`src/rtl/core/nls_pkg.sv`:
```
// Shared constants, status codes and result type of the numeric literal scanner.
`timescale 1ns / 1ps

package nls_pkg;

  // Longest literal that is accepted, in characters
  localparam int MAX_LEN = 255;

  // Width of the internal counters: holds MAX_LEN, never under the 8 reported bits
  localparam int CNT_W = ($clog2(MAX_LEN + 1) > 8) ? $clog2(MAX_LEN + 1) : 8;
  localparam logic [CNT_W-1:0] MAX_LEN_C = CNT_W'(MAX_LEN);

  // Result status codes
  typedef enum logic [3:0] {
    ST_OK            = 4'd0,
    ST_EMPTY         = 4'd1,
    ST_UNDERSCORE    = 4'd2,
    ST_P_NOT_HEX     = 4'd3,
    ST_BAD_CHAR      = 4'd4,
    ST_BAD_DIGIT     = 4'd5,
    ST_FLOAT_BASE    = 4'd6,
    ST_E_IN_HEX      = 4'd7,
    ST_NO_EXP_DIGITS = 4'd8,
    ST_EXP_BASE      = 4'd9,
    ST_BAD_EXP_CHAR  = 4'd10,
    ST_NO_DIGITS     = 4'd11,
    ST_TOO_LONG      = 4'd12
  } nls_status_t;

  // Exponent sign codes
  localparam logic [1:0] SIGN_NONE  = 2'd0;
  localparam logic [1:0] SIGN_PLUS  = 2'd1;
  localparam logic [1:0] SIGN_MINUS = 2'd2;

  // Radix values
  localparam logic [4:0] RADIX_2  = 5'd2;
  localparam logic [4:0] RADIX_8  = 5'd8;
  localparam logic [4:0] RADIX_10 = 5'd10;
  localparam logic [4:0] RADIX_16 = 5'd16;

  // Prefix lengths
  localparam logic [1:0] PREFIX_NONE = 2'd0;
  localparam logic [1:0] PREFIX_ZERO = 2'd1;
  localparam logic [1:0] PREFIX_FULL = 2'd2;

  // One result item, as it leaves the scan engine
  typedef struct packed {
    nls_status_t status;
    logic [4:0]  radix;
    logic        has_point;
    logic [1:0]  prefix_length;
    logic [7:0]  integer_length;
    logic [7:0]  fraction_length;
    logic        exponent_marker;
    logic [1:0]  exp_sign_code;
    logic [7:0]  exponent_length;
    logic [7:0]  consumed_count;
  } nls_result_t;

endpackage

```
`src/rtl/core/nls_engine.sv`:
```
// Scan state register and single-pass character step of the literal scanner.
`timescale 1ns / 1ps

module nls_engine import nls_pkg::*; (
  input  logic        clk,
  input  logic        rst_n,
  input  logic        item_valid,
  input  logic [7:0]  char_code,
  input  logic        end_of_text,
  input  logic        out_free,
  output logic        consume,
  output logic        produce,
  output nls_result_t result
);

  typedef enum logic [2:0] {
    PH_START,
    PH_ZERO,
    PH_INT,
    PH_FRAC,
    PH_EXP_FIRST,
    PH_EXP_SIGN,
    PH_EXP
  } phase_t;

  typedef struct packed {
    phase_t           phase;
    logic [4:0]       radix;
    logic             octal;
    logic             group_start;
    logic             last_us;
    logic             point;
    logic [1:0]       prefix;
    logic [CNT_W-1:0] int_cnt;
    logic [CNT_W-1:0] frac_cnt;
    logic             exp_marker;
    logic [1:0]       exp_sign;
    logic [CNT_W-1:0] exp_cnt;
    logic [CNT_W-1:0] total;
  } scan_state_t;

  localparam scan_state_t STATE_RESET = '{
    phase:       PH_START,
    radix:       RADIX_10,
    octal:       1'b0,
    group_start: 1'b1,
    last_us:     1'b0,
    point:       1'b0,
    prefix:      PREFIX_NONE,
    int_cnt:     '0,
    frac_cnt:    '0,
    exp_marker:  1'b0,
    exp_sign:    SIGN_NONE,
    exp_cnt:     '0,
    total:       '0
  };

  scan_state_t state_r, state_nxt, s;
  logic        fin;
  nls_status_t stat;

  // Character classes
  logic       is_dig, is_letter, is_us, is_point;
  logic [7:0] lc;
  logic       room;

  assign is_dig    = (char_code >= "0") && (char_code <= "9");
  assign is_letter = ((char_code >= "a") && (char_code <= "z")) ||
                     ((char_code >= "A") && (char_code <= "Z"));
  assign is_us     = (char_code == "_");
  assign is_point  = (char_code == ".");
  assign lc        = char_code | 8'h20;
  assign room      = (state_r.total < MAX_LEN_C);

  // Step one item through the scan rules
  always_comb begin
    logic       run_dig, d_end, run_exp, e_end, handled, stop, v_ok, is_frac;
    logic [4:0] v;
    s       = state_r;
    fin     = 1'b0;
    stat    = ST_OK;
    run_dig = 1'b0;
    d_end   = end_of_text;
    run_exp = 1'b0;
    e_end   = end_of_text;
    handled = 1'b0;
    stop    = 1'b0;
    v_ok    = 1'b0;
    v       = '0;
    is_frac = 1'b0;

    // Dispatch on phase
    case (state_r.phase)
      PH_START: begin
        if (end_of_text) begin
          fin  = 1'b1;
          stat = ST_EMPTY;
        end else if (char_code == "0") begin
          if (!room) begin
            fin  = 1'b1;
            stat = ST_TOO_LONG;
          end else begin
            s.total = s.total + 1'b1;
            s.phase = PH_ZERO;
          end
        end else begin
          s.phase = PH_INT;
          run_dig = 1'b1;
          d_end   = 1'b0;
        end
      end
      PH_ZERO: begin
        s.phase       = PH_INT;
        s.group_start = 1'b0;
        if (!end_of_text && is_letter && (lc == "x" || lc == "b" || lc == "o")) begin
          if (!room) begin
            fin  = 1'b1;
            stat = ST_TOO_LONG;
          end else begin
            s.total  = s.total + 1'b1;
            s.radix  = (lc == "x") ? RADIX_16 : (lc == "b") ? RADIX_2 : RADIX_8;
            s.prefix = PREFIX_FULL;
          end
        end else if (!end_of_text && (is_us || is_dig)) begin
          s.radix  = RADIX_8;
          s.octal  = 1'b1;
          s.prefix = PREFIX_ZERO;
          run_dig  = 1'b1;
          d_end    = 1'b0;
        end else begin
          s.radix   = RADIX_10;
          s.int_cnt = CNT_W'(1);
          run_dig   = 1'b1;
        end
      end
      PH_INT, PH_FRAC: begin
        run_dig = 1'b1;
      end
      PH_EXP_FIRST: begin
        if (end_of_text) begin
          fin  = 1'b1;
          stat = ST_NO_EXP_DIGITS;
        end else begin
          if (s.octal) begin
            s.prefix  = PREFIX_NONE;
            s.int_cnt = s.int_cnt + 1'b1;
            s.octal   = 1'b0;
            s.radix   = RADIX_10;
          end
          if (s.radix != RADIX_10 && s.radix != RADIX_16) begin
            fin  = 1'b1;
            stat = ST_EXP_BASE;
          end else if (char_code == "+" || char_code == "-") begin
            if (!room) begin
              fin  = 1'b1;
              stat = ST_TOO_LONG;
            end else begin
              s.total    = s.total + 1'b1;
              s.exp_sign = (char_code == "+") ? SIGN_PLUS : SIGN_MINUS;
              s.phase    = PH_EXP_SIGN;
            end
          end else begin
            s.phase = PH_EXP;
            run_exp = 1'b1;
            e_end   = 1'b0;
          end
        end
      end
      PH_EXP_SIGN: begin
        if (end_of_text) begin
          fin  = 1'b1;
          stat = ST_NO_EXP_DIGITS;
        end else begin
          s.phase = PH_EXP;
          run_exp = 1'b1;
          e_end   = 1'b0;
        end
      end
      default: begin
        s.phase = PH_EXP;
        run_exp = 1'b1;
      end
    endcase

    // Integer and fraction digits
    if (run_dig) begin
      is_frac = (s.phase == PH_FRAC);
      if (!d_end) begin
        if (is_us) begin
          handled = 1'b1;
          if (s.group_start || s.last_us) begin
            fin  = 1'b1;
            stat = ST_UNDERSCORE;
          end else if (!room) begin
            fin  = 1'b1;
            stat = ST_TOO_LONG;
          end else begin
            s.total = s.total + 1'b1;
            if (is_frac) s.frac_cnt = s.frac_cnt + 1'b1;
            else s.int_cnt = s.int_cnt + 1'b1;
            s.last_us = 1'b1;
          end
        end else begin
          if (is_dig) begin
            v_ok = 1'b1;
            v    = 5'(char_code - "0");
          end else if (is_letter) begin
            if (lc == "e" && (s.radix == RADIX_10 || s.octal)) begin
              stop = 1'b1;
            end else if (lc == "p") begin
              if (s.radix != RADIX_16) begin
                handled = 1'b1;
                fin     = 1'b1;
                stat    = ST_P_NOT_HEX;
              end else begin
                stop = 1'b1;
              end
            end else if (lc >= "a" && lc <= "f") begin
              v_ok = 1'b1;
              v    = 5'(lc - "a") + 5'd10;
            end else begin
              handled = 1'b1;
              fin     = 1'b1;
              stat    = ST_BAD_CHAR;
            end
          end
          if (!handled && !stop && v_ok) begin
            handled = 1'b1;
            if (v >= s.radix) begin
              fin  = 1'b1;
              stat = ST_BAD_DIGIT;
            end else if (!room) begin
              fin  = 1'b1;
              stat = ST_TOO_LONG;
            end else begin
              s.total = s.total + 1'b1;
              if (is_frac) s.frac_cnt = s.frac_cnt + 1'b1;
              else s.int_cnt = s.int_cnt + 1'b1;
              s.last_us     = 1'b0;
              s.group_start = 1'b0;
            end
          end
        end
      end
      // Part ends here: point, exponent prefix or end of the literal
      if (!handled) begin
        if (s.last_us) begin
          fin  = 1'b1;
          stat = ST_UNDERSCORE;
        end else begin
          s.group_start = 1'b1;
          s.last_us     = 1'b0;
          if (!d_end && is_point && s.phase == PH_INT) begin
            s.point = 1'b1;
            if (s.octal) begin
              s.prefix  = PREFIX_NONE;
              s.int_cnt = s.int_cnt + 1'b1;
              s.octal   = 1'b0;
              s.radix   = RADIX_10;
            end
            if (s.radix != RADIX_10 && s.radix != RADIX_16) begin
              fin  = 1'b1;
              stat = ST_FLOAT_BASE;
            end else if (!room) begin
              fin  = 1'b1;
              stat = ST_TOO_LONG;
            end else begin
              s.total = s.total + 1'b1;
              s.phase = PH_FRAC;
            end
          end else if (!d_end && (lc == "e" || lc == "p") && is_letter) begin
            if (lc == "e" && s.radix == RADIX_16) begin
              fin  = 1'b1;
              stat = ST_E_IN_HEX;
            end else if (lc == "p" && s.radix != RADIX_16) begin
              fin  = 1'b1;
              stat = ST_P_NOT_HEX;
            end else if (!room) begin
              fin  = 1'b1;
              stat = ST_TOO_LONG;
            end else begin
              s.total      = s.total + 1'b1;
              s.exp_marker = 1'b1;
              s.phase      = PH_EXP_FIRST;
            end
          end else begin
            fin  = 1'b1;
            stat = (s.int_cnt == '0 && s.frac_cnt == '0) ? ST_NO_DIGITS : ST_OK;
          end
        end
      end
    end

    // Exponent digits
    if (run_exp) begin
      if (!e_end && is_us) begin
        if (s.group_start || s.last_us) begin
          fin  = 1'b1;
          stat = ST_UNDERSCORE;
        end else if (!room) begin
          fin  = 1'b1;
          stat = ST_TOO_LONG;
        end else begin
          s.total   = s.total + 1'b1;
          s.exp_cnt = s.exp_cnt + 1'b1;
          s.last_us = 1'b1;
        end
      end else if (!e_end && is_dig) begin
        if (!room) begin
          fin  = 1'b1;
          stat = ST_TOO_LONG;
        end else begin
          s.total       = s.total + 1'b1;
          s.exp_cnt     = s.exp_cnt + 1'b1;
          s.last_us     = 1'b0;
          s.group_start = 1'b0;
        end
      end else if (!e_end && (is_point || is_letter)) begin
        fin  = 1'b1;
        stat = ST_BAD_EXP_CHAR;
      end else begin
        fin = 1'b1;
        if (s.last_us) stat = ST_UNDERSCORE;
        else if (s.int_cnt == '0 && s.frac_cnt == '0) stat = ST_NO_DIGITS;
        else stat = ST_OK;
      end
    end
  end

  // Advance on every item; a finished literal waits only for a free result slot
  assign produce   = item_valid && fin;
  assign consume   = item_valid && (!fin || out_free);
  assign state_nxt = fin ? STATE_RESET : s;

  // Report the scan state as it stood when the literal ended
  always_comb begin
    result.status          = stat;
    result.radix           = s.radix;
    result.has_point       = s.point;
    result.prefix_length   = s.prefix;
    result.integer_length  = s.int_cnt[7:0];
    result.fraction_length = s.frac_cnt[7:0];
    result.exponent_marker = s.exp_marker;
    result.exp_sign_code   = s.exp_sign;
    result.exponent_length = s.exp_cnt[7:0];
    result.consumed_count  = s.total[7:0];
  end

  // Hold scan state
  always_ff @(posedge clk) begin
    if (!rst_n) begin
      state_r <= STATE_RESET;
    end else if (consume) begin
      state_r <= state_nxt;
    end
  end

endmodule

```
`src/rtl/core/nls_out_reg.sv`:
```
// Result register of the literal scanner, holding one item until it is taken.
`timescale 1ns / 1ps

module nls_out_reg import nls_pkg::*; (
  input  logic        clk,
  input  logic        rst_n,
  input  logic        load,
  input  nls_result_t load_data,
  input  logic        out_tready,
  output logic        out_tvalid,
  output logic        out_free,
  output nls_result_t out_data
);

  logic        valid_r, valid_nxt;
  nls_result_t data_r;

  assign out_free   = !valid_r || out_tready;
  assign valid_nxt  = load ? 1'b1 : (out_tready ? 1'b0 : valid_r);
  assign out_tvalid = valid_r;
  assign out_data   = data_r;

  // Hold valid until taken; payload loads without reset
  always_ff @(posedge clk) begin
    if (!rst_n) begin
      valid_r <= 1'b0;
    end else begin
      valid_r <= valid_nxt;
    end
  end

  always_ff @(posedge clk) begin
    if (load) begin
      data_r <= load_data;
    end
  end

endmodule

```
`src/rtl/core/number_literal_scanner_core.sv`:
```
// Top level of the numeric literal scanner: input register, scan engine, result register.
`timescale 1ns / 1ps

// Takes one character per item (tuser[0] high marks end of text) and scans one
// numeric literal: 0x/0b/0o prefixes, octal after a leading zero, underscores,
// fraction and e/p exponent. The character that ends a literal is dropped, and
// one result item reports status, radix and part lengths; then the scanner
// re-arms. One item is taken every clock cycle while the input side does not stall;
// each item passes the input register and the single-pass character step, and the
// result is loaded into the result register when the item that ends the literal
// leaves the input register. The input side stalls only when a result is due
// while the result register is still occupied.

module number_literal_scanner_core import nls_pkg::*; (
  input  logic        clk,
  input  logic        rst_n,
  input  logic        in_tvalid,
  output logic        in_tready,
  input  logic [7:0]  in_tdata,   // [7:0] char_code
  input  logic [0:0]  in_tuser,   // [0] end_of_text
  output logic        out_tvalid,
  input  logic        out_tready,
  // [3:0] status, [8:4] radix, [9] has_point, [11:10] prefix_length,
  // [19:12] integer_length, [27:20] fraction_length, [28] exponent_marker,
  // [30:29] exp_sign_code, [38:31] exponent_length, [46:39] consumed_count, [47] zero
  output logic [47:0] out_tdata
);

  logic        in_valid_r, in_valid_nxt;
  logic [7:0]  char_r;
  logic        eot_r;
  logic        consume, produce, out_free;
  nls_result_t result, out_data;

  // Input register: refill whenever the held item moves on
  assign in_tready    = !in_valid_r || consume;
  assign in_valid_nxt = in_tvalid ? 1'b1 : (consume ? 1'b0 : in_valid_r);

  always_ff @(posedge clk) begin
    if (!rst_n) begin
      in_valid_r <= 1'b0;
    end else if (in_tready) begin
      in_valid_r <= in_valid_nxt;
    end
  end

  always_ff @(posedge clk) begin
    if (in_tvalid && in_tready) begin
      char_r <= in_tdata;
      eot_r  <= in_tuser[0];
    end
  end

  nls_engine u_engine (
    .clk         (clk),
    .rst_n       (rst_n),
    .item_valid  (in_valid_r),
    .char_code   (char_r),
    .end_of_text (eot_r),
    .out_free    (out_free),
    .consume     (consume),
    .produce     (produce),
    .result      (result)
  );

  nls_out_reg u_out_reg (
    .clk        (clk),
    .rst_n      (rst_n),
    .load       (produce && consume),
    .load_data  (result),
    .out_tready (out_tready),
    .out_tvalid (out_tvalid),
    .out_free   (out_free),
    .out_data   (out_data)
  );

  // Pack result fields, highest first
  assign out_tdata = {1'b0,
                      out_data.consumed_count,
                      out_data.exponent_length,
                      out_data.exp_sign_code,
                      out_data.exponent_marker,
                      out_data.fraction_length,
                      out_data.integer_length,
                      out_data.prefix_length,
                      out_data.has_point,
                      out_data.radix,
                      out_data.status};

  // A result is only loaded when the result slot can take it
  a_no_overwrite: assert property (@(posedge clk) disable iff (!rst_n)
    produce && consume |-> out_free)
    else $error("result loaded while result register busy");

  // The input item is never dropped while a due result is stalled
  a_hold_on_stall: assert property (@(posedge clk) disable iff (!rst_n)
    in_valid_r && produce && !out_free |=> in_valid_r && $stable(char_r) && $stable(eot_r))
    else $error("input item lost during result stall");

  // Radix is always a supported base
  a_radix: assert property (@(posedge clk) disable iff (!rst_n)
    out_tvalid |-> (out_data.radix == RADIX_2 || out_data.radix == RADIX_8 ||
                    out_data.radix == RADIX_10 || out_data.radix == RADIX_16))
    else $error("result radix out of range");

  // An empty literal consumed nothing
  a_empty: assert property (@(posedge clk) disable iff (!rst_n)
    out_tvalid && out_data.status == ST_EMPTY |-> out_data.consumed_count == 8'd0 &&
    out_data.radix == RADIX_10)
    else $error("empty result with nonzero count");

endmodule
```
`config.mk`:
```
export PLATFORM = sky130hd
export DESIGN_NAME = number_literal_scanner_core
export DESIGN_NICKNAME = d
export VERILOG_FILES = /design/src/rtl/core/nls_pkg.sv /design/src/rtl/core/nls_engine.sv /design/src/rtl/core/nls_out_reg.sv /design/src/rtl/core/number_literal_scanner_core.sv
export SDC_FILE = /design/constraint.sdc
export NUM_CORES = 1
export LEC_CHECK = 0
export BUFFER_PORTS_ARGS = -buffer_cell sky130_fd_sc_hd__buf_2
export CAP_MARGIN = 30
export CELL_PAD_IN_SITES_DETAIL_PLACEMENT = 1
export CELL_PAD_IN_SITES_GLOBAL_PLACEMENT = 2
export CORE_UTILIZATION = 38
export CTS_CLUSTER_DIAMETER = 60
export DETAILED_ROUTE_END_ITERATION = 6
export PLACE_DENSITY = 0.9
export SYNTH_ARGS = -nofsm -noshare
export SYNTH_HDL_FRONTEND = slang
export SYNTH_HIERARCHICAL = 1
export SYNTH_SLANG_ARGS = --single-unit
```
`constraint.sdc`:
```
create_clock -name clk -period 8.5 [get_ports clk]
set_input_delay 0.425 -clock clk [delete_from_list [all_inputs] [get_ports clk]]
set_output_delay 0.425 -clock clk [all_outputs]
set_load 0.03 [all_outputs]
```
Word-level counts from Yosys, hierarchy flattened
Index checks and enable logic that the tools add are counted.
{"block": "word_totals", "input_bits": 13, "out_inout_bits": 50, "wordCells": 377, "register_bits": 107}
{"block": "op_classes", "n_addsub": 12, "reduce_logical": 59, "eq_ne": 24, "mux": 245, "magnitude_cmp": 10}
{"operator": "$mux 8", "count": 27}
{"operator": "$mux 16", "count": 12}
{"operator": "$mux 4", "count": 40}
{"operator": "$mux 1", "count": 96}
{"operator": "$add 8x1->8 const B", "count": 9}
{"operator": "$mux 5", "count": 11}
{"operator": "$mux 6", "count": 9}
{"operator": "$mux 49", "count": 1}
{"operator": "$mux 22", "count": 2}
{"operator": "$mux 3", "count": 14}
{"operator": "$mux 2", "count": 18}
{"operator": "$eq 7x6->1 const B", "count": 5}
{"operator": "$eq 8x6->1 const B", "count": 4}
{"operator": "$logic_not 8->1", "count": 4}
{"operator": "$mux 31", "count": 1}
{"operator": "$mux 10", "count": 3}
{"operator": "$logic_and 1x1->1", "count": 27}
{"operator": "$ge 8x7->1 const B", "count": 3}
{"operator": "$le 8x7->1 const B", "count": 3}
{"operator": "$pmux 8 s3", "count": 1}
{"operator": "$pmux 10 s2", "count": 1}
{"operator": "$pmux 4 s4", "count": 1}
{"operator": "$ne 5x5->1 const B", "count": 3}
{"operator": "$pmux 3 s5", "count": 1}
{"operator": "27 further kinds", "count": 54}

Depth between registers and ports, before layout
{"block": "depth", "word_depth": 43, "ltp_mapped": 30, "mapped_depth_nobuf": 27}

Modules after synthesis
Netlist, hierarchy kept.
{"mod": "nls_engine", "area_per_inst_um2": 6100.9, "seq_area_each_um2": 980.9, "instances": 1, "cells_per_inst": 859}
{"mod": "nls_out_reg", "area_per_inst_um2": 1460.2, "seq_area_each_um2": 1431.4, "instances": 1, "cells_per_inst": 51}
{"mod": "number_literal_scanner_core", "area_per_inst_um2": 346.6, "seq_area_each_um2": 290.3, "instances": 1, "cells_per_inst": 17}

Least setup slack after synthesis
Ideal clock, no wire load.
{"block": "synth_timing", "kind": "reg-to-reg", "from": "reg char_r[1]", "to": "reg u_out_reg.data_r (netlist bit u_out_reg/out_data[43]) (data pin)", "required_ns": 8.320, "setup_time_ns": 0.180, "n_path_buf": 2, "synth_period_minus_slack_ns": 6.908, "arrival_ns": 6.728, "path_stages_with_launch": 28, "path_slack_ns": 1.592, "path_cell_list": "edfxtp_1 inv_1 ha_1 o21bai_1 a21oi_1 o21ai_1 nand2_1 o31ai_2 clkbuf_1 and2_1 mux2i_1 ha_1 nand2b_1 a2111o_1 a31oi_1 a21oi_1 or4_4 buf_6 mux2i_4 inv_1 ha_1 or3_1 o21ai_0 a31oi_2 or3_1 or4_1 or4_4 o41ai_2"}
{"item": "start, declared", "line": "number_literal_scanner_core.sv:30", "rtl": "logic [7:0] char_r;"}
{"item": "start signal, assigned", "line": "number_literal_scanner_core.sv:49", "rtl": "char_r <= in_tdata;"}
{"item": "end signal, assigned", "line": "nls_out_reg.sv:34", "rtl": "data_r <= load_data;"}
{"item": "end, declared", "line": "nls_out_reg.sv:16", "rtl": "nls_result_t data_r;"}

==> run summary <==
Setup ws final - 664.0 ps
Reg clk slew, reported paths - 90 ps
Worst Tran Pin Value - 942.9 ps
Setup crit end kind - flop
Register bit count reported by yosys - 107
Placer Congestion - 1.017
Synth Cell Area - 7908 um^2
Slowest CP cell - nor2_1
Fin crit share - 0.9219
Initial antenna violation count - 0
Worst EP required - 8680 ps
Slew Viols, Final - 0
Total die area - 21390 um^2
Post-CTS Setup Bufs - 0
Hold Path Class - primary input to flop
Seq. cell area - 2703 um^2
Crit-path max cell delay - 500 ps
Share of cells above drive strength 1 - 0.1501
Number of global-route vias before repair - 7571
Antenna-violating nets left - 0
Die H - 146.3 um
Pleak - 3.152 nW
# IOs - 63
DR iter-0 viols - 568
Largest net degree at the start of global routing - 47
DRT Wirelength - 27680 um
Post-synthesis cell type count - 97
WP data arrival - 8020 ps
FFs w/ async S/R, synth - 0
Register share of total power - 0.496
Critical path class - flop to flop
Pre-CTS WS - 759.8 ps
First drt pass iteration count - 5
DRC Markers - 0
Die width - 146.3 um
Final Hold Viols - 0
H-Tree Depth - 3
Switch share - 0.2952
Clk_skew - 14.41 ps
CTS root buf - clkbuf_16
Total number of vias - 7699
N_diodes - 0
Detailed placement HPWL - 20740 um
CP Launch Type - flop
Wirelength per Cell - 22.27 um
Rows - 52
Max IR drop VDD - 73.11 uV
Commonest non-fill, non-tap cell in the layout - nor2_1
Syn Area/Cell - 8.530 um^2
Fmax - 127.6 MHz
I/O Buffers - 61
Seq/Total Area, Yosys - 0.3418
# nets final - 1001
Syn Nets - 960
Synth warn - 6
Tot GR Track Use - 0.2624
Power Density - 129.6 nW/um^2
Post-synth EDFFs - 56
TritonCTS clock tree - built
Max-Cap Viols - 0
Via density per instance - 6.194
Comb pwr share - 0.121
Slew headroom - 0.3714
Syn Inst Count - 927
RSZ-0062 raised after global routing - false
Final setup fails - 0
First-pass GRT wire length - 43970 um
Cts hold-fix bufs - 0
Internal power - 0.0008020 W
Gr ovfl total - 0
Worst skew pair latency - 370 ps
Run status - complete, no violations
Fillcell total - 2458
Fin crit period - 7836 ps
Clock share of power - 0.383
Setup_tns - 0 ps
Worst-path fanout max - 14
Most frequent cells in the layout - 107 x nor2_1, 81 x nand2_1, 61 x buf_2, 56 x edfxtp_1, 52 x a21oi_1
Net switching power - 0.0003359 W
WP buf/inv - 3
Cell family with most CP delay - simple AND/OR/NAND/NOR gates
Core area - 20300 um^2
Synth-to-Final Area Change - 11.03%
Top_reg_cell synth - edfxtp_1
Post-CTS Resized - 0
TritonCTS sink count - 107
CTS Buffer Depth - 2
TritonCTS Buffers - 9
Area of the multi-input gates - 4898 um^2
Initial Utilization - 0.3895
==> registers in the layout, summed over array words and instances, names as in the netlist <==
name and count:
u_engine/state_r 49, u_out_reg/out_tvalid 1, u_out_reg/out_data 47, eot_r 1
in_valid_r 1, char_r 8
==> worst register-to-register path, delay by kind of cell (launching register included) <==
| kind | cells | cell delay [ps] |
|---|---|---|
| AOI/OAI and AO/OA | 9 | 2450 |
| adders and majority gates | 2 | 550 |
| buffers and inverters | 3 | 570 |
| DFF | 1 | 460 |
| muxes | 1 | 100 |
| and+or+nand+nor | 10 | 3540 |
==> power groups by stage <==
stage	logic [W]	clock network, W	registers, W
floorplan	0.0000836	0	0.000583
detailed placement	0.000135	0	0.000577
finish	0.000137	0.000436	0.000565
CTS	0.000136	0.000449	0.000565
global route	0.000146	0.000460	0.000567
global placement	0.000133	0	0.000576
==> stage by stage <==
stage               total power (W)  hold WS, ps    util  area (um^2)  cells
global route               0.001173        223.0  0.4325         8780   1243
finish                     0.001138        230.2  0.4325         8780   1243
global placement          0.0007089        438.0  0.4181         8488   1227
CTS                        0.001149        220.1  0.4325         8780   1243
detailed placement        0.0007117        464.0  0.4181         8488   1227
floorplan                 0.0006670        430.3       -         7908    927
==> per-layer routing <==
metal / wire length [um] / global-route usage / part of all wire
met3: 1274 / 0.03594 / 0.046
met4: 732 / 0.08646 / 0.026
met2: 13470 / 0.4440 / 0.49
met1: 12200 / 0.3439 / 0.44
met5: 0 / 0 / 0
==> area by class of cell <==
cell class                      count  share of cell area
Timing Repair Buffer               81             0.05187
Multi-Input combinational cell    744              0.5579
Sequential cell                   107              0.3078
Clock inverter                      7            0.007553
Inverter                           25             0.01069
Clock buffer                        9             0.02565
Tap cell                          270             0.03848
==> worst paths after layout <==
| path | cells past startpoint | to | slack [ps] | from |
|---|---|---|---|---|
| worst min-delay path | 1 | char_r[2] | 230 | in_tdata[2] |
| worst max-delay path | 25 | u_out_reg/out_data[43] | 660 | char_r[1] |
| worst min register to register | 1 | u_engine/state_r[37] | 480 | u_engine/state_r[37] |
| worst max register to register | 25 | u_out_reg/out_data[43] | 660 | char_r[1] |
==> Yosys cell counts (all sizes together), types with 13 or more instances <==
cell      n  share of area
nor2    107          0.051
nand2    81          0.038
edfxtp   56           0.21
a21oi    53          0.034
dfxtp    51           0.13
o21ai    51          0.032
clkbuf   37          0.018
a22oi    34          0.032
nor3     31          0.021
nand3    30          0.019
xnor2    28          0.031
inv      25          0.012
nand4    23          0.018
a31oi    21          0.017
ha       20          0.032
xor2     17          0.019
and3     15          0.012
buf      14          0.013
mux2i    14          0.019
nand2b   13          0.012
==> kinds of logic (layout without fill, tap and decap cells) <==
family / Yosys count / count (layout) / share of synthesized area
other cells: 1 / 1 / 0.0004742
compound gates: 267 / 267 / 0.2399
simple gates: 390 / 390 / 0.2650
flops: 107 / 107 / 0.3418
xor+xnor: 45 / 45 / 0.04984
buf+inv: 76 / 122 / 0.04209
mux: 21 / 21 / 0.02927
fa+ha+maj: 20 / 20 / 0.03165
(Power assumes the default switching activity.)
